<file path="src/rtl/rau_pkg.sv">
// Shared constants, codes and controller/datapath interface types
// for the rational arithmetic unit. No dependencies.
package rau_pkg;

    localparam int unsigned WIDTH = 32;
    localparam int unsigned PW    = 2 * WIDTH;
    localparam int unsigned CW    = $clog2(PW);

    // operation codes
    localparam logic [3:0] MODE_ADD = 4'd0;
    localparam logic [3:0] MODE_SUB = 4'd1;
    localparam logic [3:0] MODE_MUL = 4'd2;
    localparam logic [3:0] MODE_DIV = 4'd3;
    localparam logic [3:0] MODE_NEG = 4'd4;
    localparam logic [3:0] MODE_GT  = 4'd5;
    localparam logic [3:0] MODE_LT  = 4'd6;
    localparam logic [3:0] MODE_GE  = 4'd7;
    localparam logic [3:0] MODE_LE  = 4'd8;

    // result status codes
    localparam logic [1:0] ST_OK       = 2'd0;
    localparam logic [1:0] ST_DIVZERO  = 2'd1;
    localparam logic [1:0] ST_OVERFLOW = 2'd2;

    // multiplier operand pairs
    localparam logic [1:0] MS_LN_RD = 2'd0;
    localparam logic [1:0] MS_RN_LD = 2'd1;
    localparam logic [1:0] MS_LD_RD = 2'd2;
    localparam logic [1:0] MS_LN_RN = 2'd3;

    // product destinations
    localparam logic [1:0] MD_PA = 2'd0;
    localparam logic [1:0] MD_PB = 2'd1;
    localparam logic [1:0] MD_PD = 2'd2;

    typedef struct packed {
        logic       load;
        logic       mul_en;
        logic [1:0] mul_sel;
        logic [1:0] mul_dst;
        logic       comb;
        logic       gcd_step;
        logic       gscale;
        logic       div_step;
        logic       div_reload;
        logic       fin;
    } cmd_t;

    typedef struct packed {
        logic [3:0] mode;
        logic       rn_zero;
        logic       gcd_done;
        logic       div_last;
    } sts_t;

endpackage

</file>
<file path="src/rtl/rau_ctrl.sv">
// Controller of the rational arithmetic unit: sequences multiply, gcd
// and divide steps and owns the handshakes. Depends on rau_pkg.
module rau_ctrl (
    input  logic          clk,
    input  logic          rst_n,
    input  logic          in_valid,
    output logic          in_stall,
    output logic          out_valid,
    input  logic          out_stall,
    output rau_pkg::cmd_t cmd,
    input  rau_pkg::sts_t sts
);

    localparam logic [3:0] S_IDLE   = 4'd0;
    localparam logic [3:0] S_MUL0   = 4'd1;
    localparam logic [3:0] S_MUL1   = 4'd2;
    localparam logic [3:0] S_MUL2   = 4'd3;
    localparam logic [3:0] S_COMB   = 4'd4;
    localparam logic [3:0] S_GCD    = 4'd5;
    localparam logic [3:0] S_GSCALE = 4'd6;
    localparam logic [3:0] S_DIVN   = 4'd7;
    localparam logic [3:0] S_RELOAD = 4'd8;
    localparam logic [3:0] S_DIVD   = 4'd9;
    localparam logic [3:0] S_FIN    = 4'd10;

    logic [3:0] state_reg, state_next;
    logic       out_valid_reg, out_valid_next;
    logic       is_addsub, is_mul, is_div, is_cmp, is_fast;

    // operation classes
    always_comb
    begin
        is_addsub = (sts.mode == rau_pkg::MODE_ADD) || (sts.mode == rau_pkg::MODE_SUB);
        is_mul    = (sts.mode == rau_pkg::MODE_MUL);
        is_div    = (sts.mode == rau_pkg::MODE_DIV) && !sts.rn_zero;
        is_cmp    = (sts.mode >= rau_pkg::MODE_GT) && (sts.mode <= rau_pkg::MODE_LE);
        is_fast   = !(is_addsub || is_mul || is_div || is_cmp);
    end

    // next state and commands
    always_comb
    begin
        state_next = state_reg;
        cmd        = '0;
        unique case (state_reg)
            S_IDLE:
            begin
                if (in_valid)
                begin
                    cmd.load   = 1'b1;
                    state_next = S_MUL0;
                end
            end
            S_MUL0:
            begin
                cmd.mul_en  = 1'b1;
                cmd.mul_sel = is_mul ? rau_pkg::MS_LN_RN : rau_pkg::MS_LN_RD;
                cmd.mul_dst = rau_pkg::MD_PA;
                state_next  = is_fast ? S_FIN : S_MUL1;
            end
            S_MUL1:
            begin
                cmd.mul_en = 1'b1;
                priority if (is_mul)
                begin
                    cmd.mul_sel = rau_pkg::MS_LD_RD;
                    cmd.mul_dst = rau_pkg::MD_PD;
                    state_next  = S_COMB;
                end
                else if (is_div)
                begin
                    cmd.mul_sel = rau_pkg::MS_RN_LD;
                    cmd.mul_dst = rau_pkg::MD_PD;
                    state_next  = S_COMB;
                end
                else
                begin
                    cmd.mul_sel = rau_pkg::MS_RN_LD;
                    cmd.mul_dst = rau_pkg::MD_PB;
                    state_next  = is_cmp ? S_FIN : S_MUL2;
                end
            end
            S_MUL2:
            begin
                cmd.mul_en  = 1'b1;
                cmd.mul_sel = rau_pkg::MS_LD_RD;
                cmd.mul_dst = rau_pkg::MD_PD;
                state_next  = S_COMB;
            end
            S_COMB:
            begin
                cmd.comb   = 1'b1;
                state_next = S_GCD;
            end
            S_GCD:
            begin
                if (sts.gcd_done)
                    state_next = S_GSCALE;
                else
                    cmd.gcd_step = 1'b1;
            end
            S_GSCALE:
            begin
                cmd.gscale = 1'b1;
                state_next = S_DIVN;
            end
            S_DIVN:
            begin
                cmd.div_step = 1'b1;
                if (sts.div_last)
                    state_next = S_RELOAD;
            end
            S_RELOAD:
            begin
                cmd.div_reload = 1'b1;
                state_next     = S_DIVD;
            end
            S_DIVD:
            begin
                cmd.div_step = 1'b1;
                if (sts.div_last)
                    state_next = S_FIN;
            end
            S_FIN:
            begin
                // wait while the previous result is still held
                if (!(out_valid_reg && out_stall))
                begin
                    cmd.fin    = 1'b1;
                    state_next = S_IDLE;
                end
            end
            default:
                state_next = S_IDLE;
        endcase
    end

    // result valid flag
    always_comb
    begin
        out_valid_next = out_valid_reg;
        if (out_valid_reg && !out_stall)
            out_valid_next = 1'b0;
        if (cmd.fin)
            out_valid_next = 1'b1;
    end

    always_ff @(posedge clk or negedge rst_n)
    begin
        if (!rst_n)
        begin
            state_reg     <= S_IDLE;
            out_valid_reg <= 1'b0;
        end
        else
        begin
            state_reg     <= state_next;
            out_valid_reg <= out_valid_next;
        end
    end

    assign in_stall  = (state_reg != S_IDLE);
    assign out_valid = out_valid_reg;

endmodule

</file>
<file path="config.mk">
export PLATFORM = sky130hd
export DESIGN_NAME = rau_ctrl
export DESIGN_NICKNAME = d
export VERILOG_FILES = /design/src/rtl/rau_pkg.sv /design/src/rtl/rau_ctrl.sv
export SDC_FILE = /design/constraint.sdc
export NUM_CORES = 1
export LEC_CHECK = 0
export ABC_CLOCK_PERIOD_IN_PS = 2600
export BUFFER_PORTS_ARGS = -buffer_cell sky130_fd_sc_hd__clkbuf_2
export CAP_MARGIN = 20
export CORE_AREA = 10 10 47 49
export CTS_CLUSTER_DIAMETER = 150
export DETAILED_ROUTE_END_ITERATION = 12
export DIE_AREA = 0 0 57 59
export GPL_TIMING_DRIVEN = 1
export PLACE_DENSITY = 0.77
export SLEW_MARGIN = 40
export SYNTH_ARGS = -nofsm -noshare
export SYNTH_HDL_FRONTEND = slang
export SYNTH_SLANG_ARGS = --single-unit
</file>
<file path="constraint.sdc">
create_clock -name clk -period 2.6 [get_ports clk]
set_input_delay 0.13 -clock clk [delete_from_list [all_inputs] [get_ports clk]]
set_output_delay 0.13 -clock clk [all_outputs]
set_load 0.005 [all_outputs]
</file>
==> results list <==
- Run status: finished clean
- Ys async rst share: 100%
- ANT nets after route: 0
- In this run the clock root is driven by a sky130_fd_sc_hd__clkbuf_4.
- The worst path uses 71.6% of the clock period.
- CP Cell Sequence: nand2b_4, or3_1, o221ai_4, mux2_1
- Of the cells placed in the final design, the portion with a size suffix greater than 1 is 37.6%.
* Sum of negative setup slack: 0 ns
- Clock tree from TritonCTS: built
* Slowest cell on the critical path: sky130_fd_sc_hd__dfrtp_1
* Met2 GRT Util: 18.1%
* Layout Utilization: 53.5%
* Critical path peak fanout: 18
* Post-synth top flop: sky130_fd_sc_hd__dfrtp_1
- At the pin with the least slew margin, the transition time is 0.740 ns.
- Via count: 681
- Before CTS, the worst setup slack after placement is 0.741 ns.
* Yosys synthesis warning count: 0
* Register-to-register setup slack: 0.74 ns
- For this run, the top clock speed supported by timing is 537 MHz.
* Clock tree sinks: 5
- Die Width: 57 um
- Across the whole layout, storage elements account for 125 um^2.
- Power spread over the standard cell area amounts to 1050 nW/um^2.
* Number of port buffers: 24
- Number of buffers and inverters on the critical path: 0
* Top-level I/O count: 25
- Effective utilization at floorplan: 43.9%
- Yosys instantiated no cell more often than sky130_fd_sc_hd__nor2_1.
- In this run, placement finished with an instance count of 112.
- Yosys attributes the largest share of cell area to sky130_fd_sc_hd__dfrtp_1 (20%), sky130_fd_sc_hd__nor2_1 (7.3%), sky130_fd_sc_hd__o21ai_0 (4.9%).
- Endpoints failing hold: 0
* Drt wl/cell: 15.2 um
- The number of antenna diodes in the final layout is 0.
- Number of antenna violations at the first check in global routing: 0
* Met1 Resource Use GR: 11.8%
* Net count after synthesis: 89
- The die covers 3360 um^2.
* Pins over their slew limit: 0
* HPWL after DPL: 1410 um
- The pre-antenna-repair detailed-routing pass consisted of 4 iterations.
- Post-synthesis sequential area ratio: 20.3%
- Grouping stages by cell kind, the critical path spends the most delay in flip-flops.
- Worst-skew pair later-pin latency: 0.24 ns
- Synthesis handed over a netlist of 78 instances.
- Row cnt: 14
- Maximum level of the CTS H-tree: 1
- Relative slew slack: 50.0%
* Vias/cell: 5.82
- Summing all multi-input logic gate instances after layout gives 437 um^2.
* Critical path startpoint category: register
- Library cells used by synthesis: 38
- Die Span Y: 59 um
- For the worst setup path, the data required time is 2.71 ns.
- Post-cts resize count: 0
- Entering global routing, the biggest net connects 19 pins.
- Worst setup skew after layout: 0.00454 ns
- Flip-flop count of the largest register after layout: 4
- Placement Cell Area: 713 um^2
- Floorplan Core Area: 1400 um^2
- DRT Wirelength: 1780 um
- GRT Resource Usage Total: 10.5%
- Clock edge transition at the registers on the reported setup and hold paths: 0.04 ns
- The design draws 0.784 mW.
* Post-Synthesis Mean Instance Area: 7.89 um^2
* Mapped cell area: 616 um^2
- At the end of routability-driven placement, the weighted congestion stood at 0.772.
- The synthesized design spends more area on one cell type than any other, namely sky130_fd_sc_hd__dfrtp_1.
* Sum of overflow across all layers after global routing: 0
- The commonest cells after synthesis are sky130_fd_sc_hd__nor2_1 (12), sky130_fd_sc_hd__nand2_1 (8), sky130_fd_sc_hd__o21ai_0 (6).
- Setup slack closes at 0.738 ns.
- On the final layout, the worst hold slack is 0.142 ns.
- For this run, design rule violations remaining after detail routing come to 0.
- In this run the static leakage power is 0.350 nW.
- Delay of the slowest cell on the worst path: 0.69 ns
- The number of global-route vias before repair is 674.
- The tool flagged a number of max-cap violations equal to 0.
- Worst hold path type: input port to register
- Arr. time, crit path: 1.97 ns
- Setup repair after global routing left no endpoint under its margin.
- Fill cells in the final layout number 145.
- After the last flow step, the layout net total stands at 113.
- Area of all placed cells without fillers: 749 um^2
- In this run, synthesis inferred 0 flip-flops with an integrated enable.
- The first global-routing pass estimated 3040 um of wire.
- Post-Layout Cell Count: 117
* Global routing's busiest layer: met2
- The worst setup path is captured at a register.
- Clock buffer count from CTS: 3
* Share of Yosys cell area claimed by the top area cell type: 20.3%
- No sink is reached through more buffers than the 2 on the longest clock path.
* Area growth syn-to-layout: 21.7%
- Subtracting the final worst setup slack from the clock period gives 1.86 ns.
* Class of the most critical setup path: register to register
- Count of routing violations after the opening detailed-route iteration: 9
- Global routing consumed, on the met3 layer, 4.51% of the routing resources.
- Max IR drop VDD: 526 uV
- The synthesized design contains 5 register bits.
- Setup-violating endpoint count in the final report: 0
[repair_timing]
item | 4_1_cts | 5_1_grt
buffers inserted | 0 | 0
hold buffers | 1 | 0
endpoints found under the setup margin | 0 | 0
hold endpoints to repair | 5 | 0
[worst reg2reg max path, cell delays in order, from the launching register on]
cell	delay, ns
sky130_fd_sc_hd__dfrtp_1	0.69
sky130_fd_sc_hd__nand2b_4	0.14
sky130_fd_sc_hd__or3_1	0.44
sky130_fd_sc_hd__o221ai_4	0.11
sky130_fd_sc_hd__mux2_1	0.36
[placed cells by master (no fill, tap or decap), types with 2 or more instances in the layout]
master and instances:
sky130_fd_sc_hd__a21oi_1 5, sky130_fd_sc_hd__mux2_1 2, sky130_fd_sc_hd__dfrtp_1 5, sky130_fd_sc_hd__clkbuf_4 3, sky130_fd_sc_hd__clkbuf_2 24, sky130_fd_sc_hd__nand3_1 2
sky130_fd_sc_hd__o21ai_0 6, sky130_fd_sc_hd__nand2_1 8, sky130_fd_sc_hd__nor3_1 2, sky130_fd_sc_hd__inv_1 3, sky130_fd_sc_hd__and3_1 2, sky130_fd_sc_hd__nor2_1 12
sky130_fd_sc_hd__nor4b_1 2
[power by group]
part,switching [mW],internal (mW),total [mW]
sequential,0.117,0.112,0.229
combinational,0.235,0.233,0.468
clock,0.0289,0.0578,0.0867
total,0.381,0.403,0.784
[cells by family after synthesis]
group,after synthesis,share of synthesized area [%]
muxes,2,3.66
and+or+nand+nor,38,34.4
AOI/OAI and AO/OA,24,32.9
DFF,5,20.3
buffers and inverters,9,8.74
[final timing paths]
path                                           from                       end  cells past startpoint
setup / recovery           state_reg[1]$_DFFE_PN0P_  state_reg[1]$_DFFE_PN0P_                      4
hold / removal                            out_stall     out_valid$_DFFE_PN0P_                      3
setup reg to reg           state_reg[1]$_DFFE_PN0P_  state_reg[1]$_DFFE_PN0P_                      4
hold reg to reg               out_valid$_DFFE_PN0P_     out_valid$_DFFE_PN0P_                      2
max in group asynchronous                     rst_n  state_reg[2]$_DFFE_PN0P_                      2
min in group asynchronous                     rst_n     out_valid$_DFFE_PN0P_                      2
[routing by layer]
metal  wire length (um)  part of all wire (%)
met1                702                    39
met5                  0                     0
met4                  0                     0
met2                928                    52
met3                148                   8.3
[cell type report]
cell class              count  share of cell area (%)
clock buffers               4                    3.51
inverters                   3                    1.50
multi-input cells          64                    58.3
flip-flops and latches      5                    16.7
well taps                  16                    2.67
repair buffers             25                    17.4
Note: power is estimated with default switching activity, not from simulation.
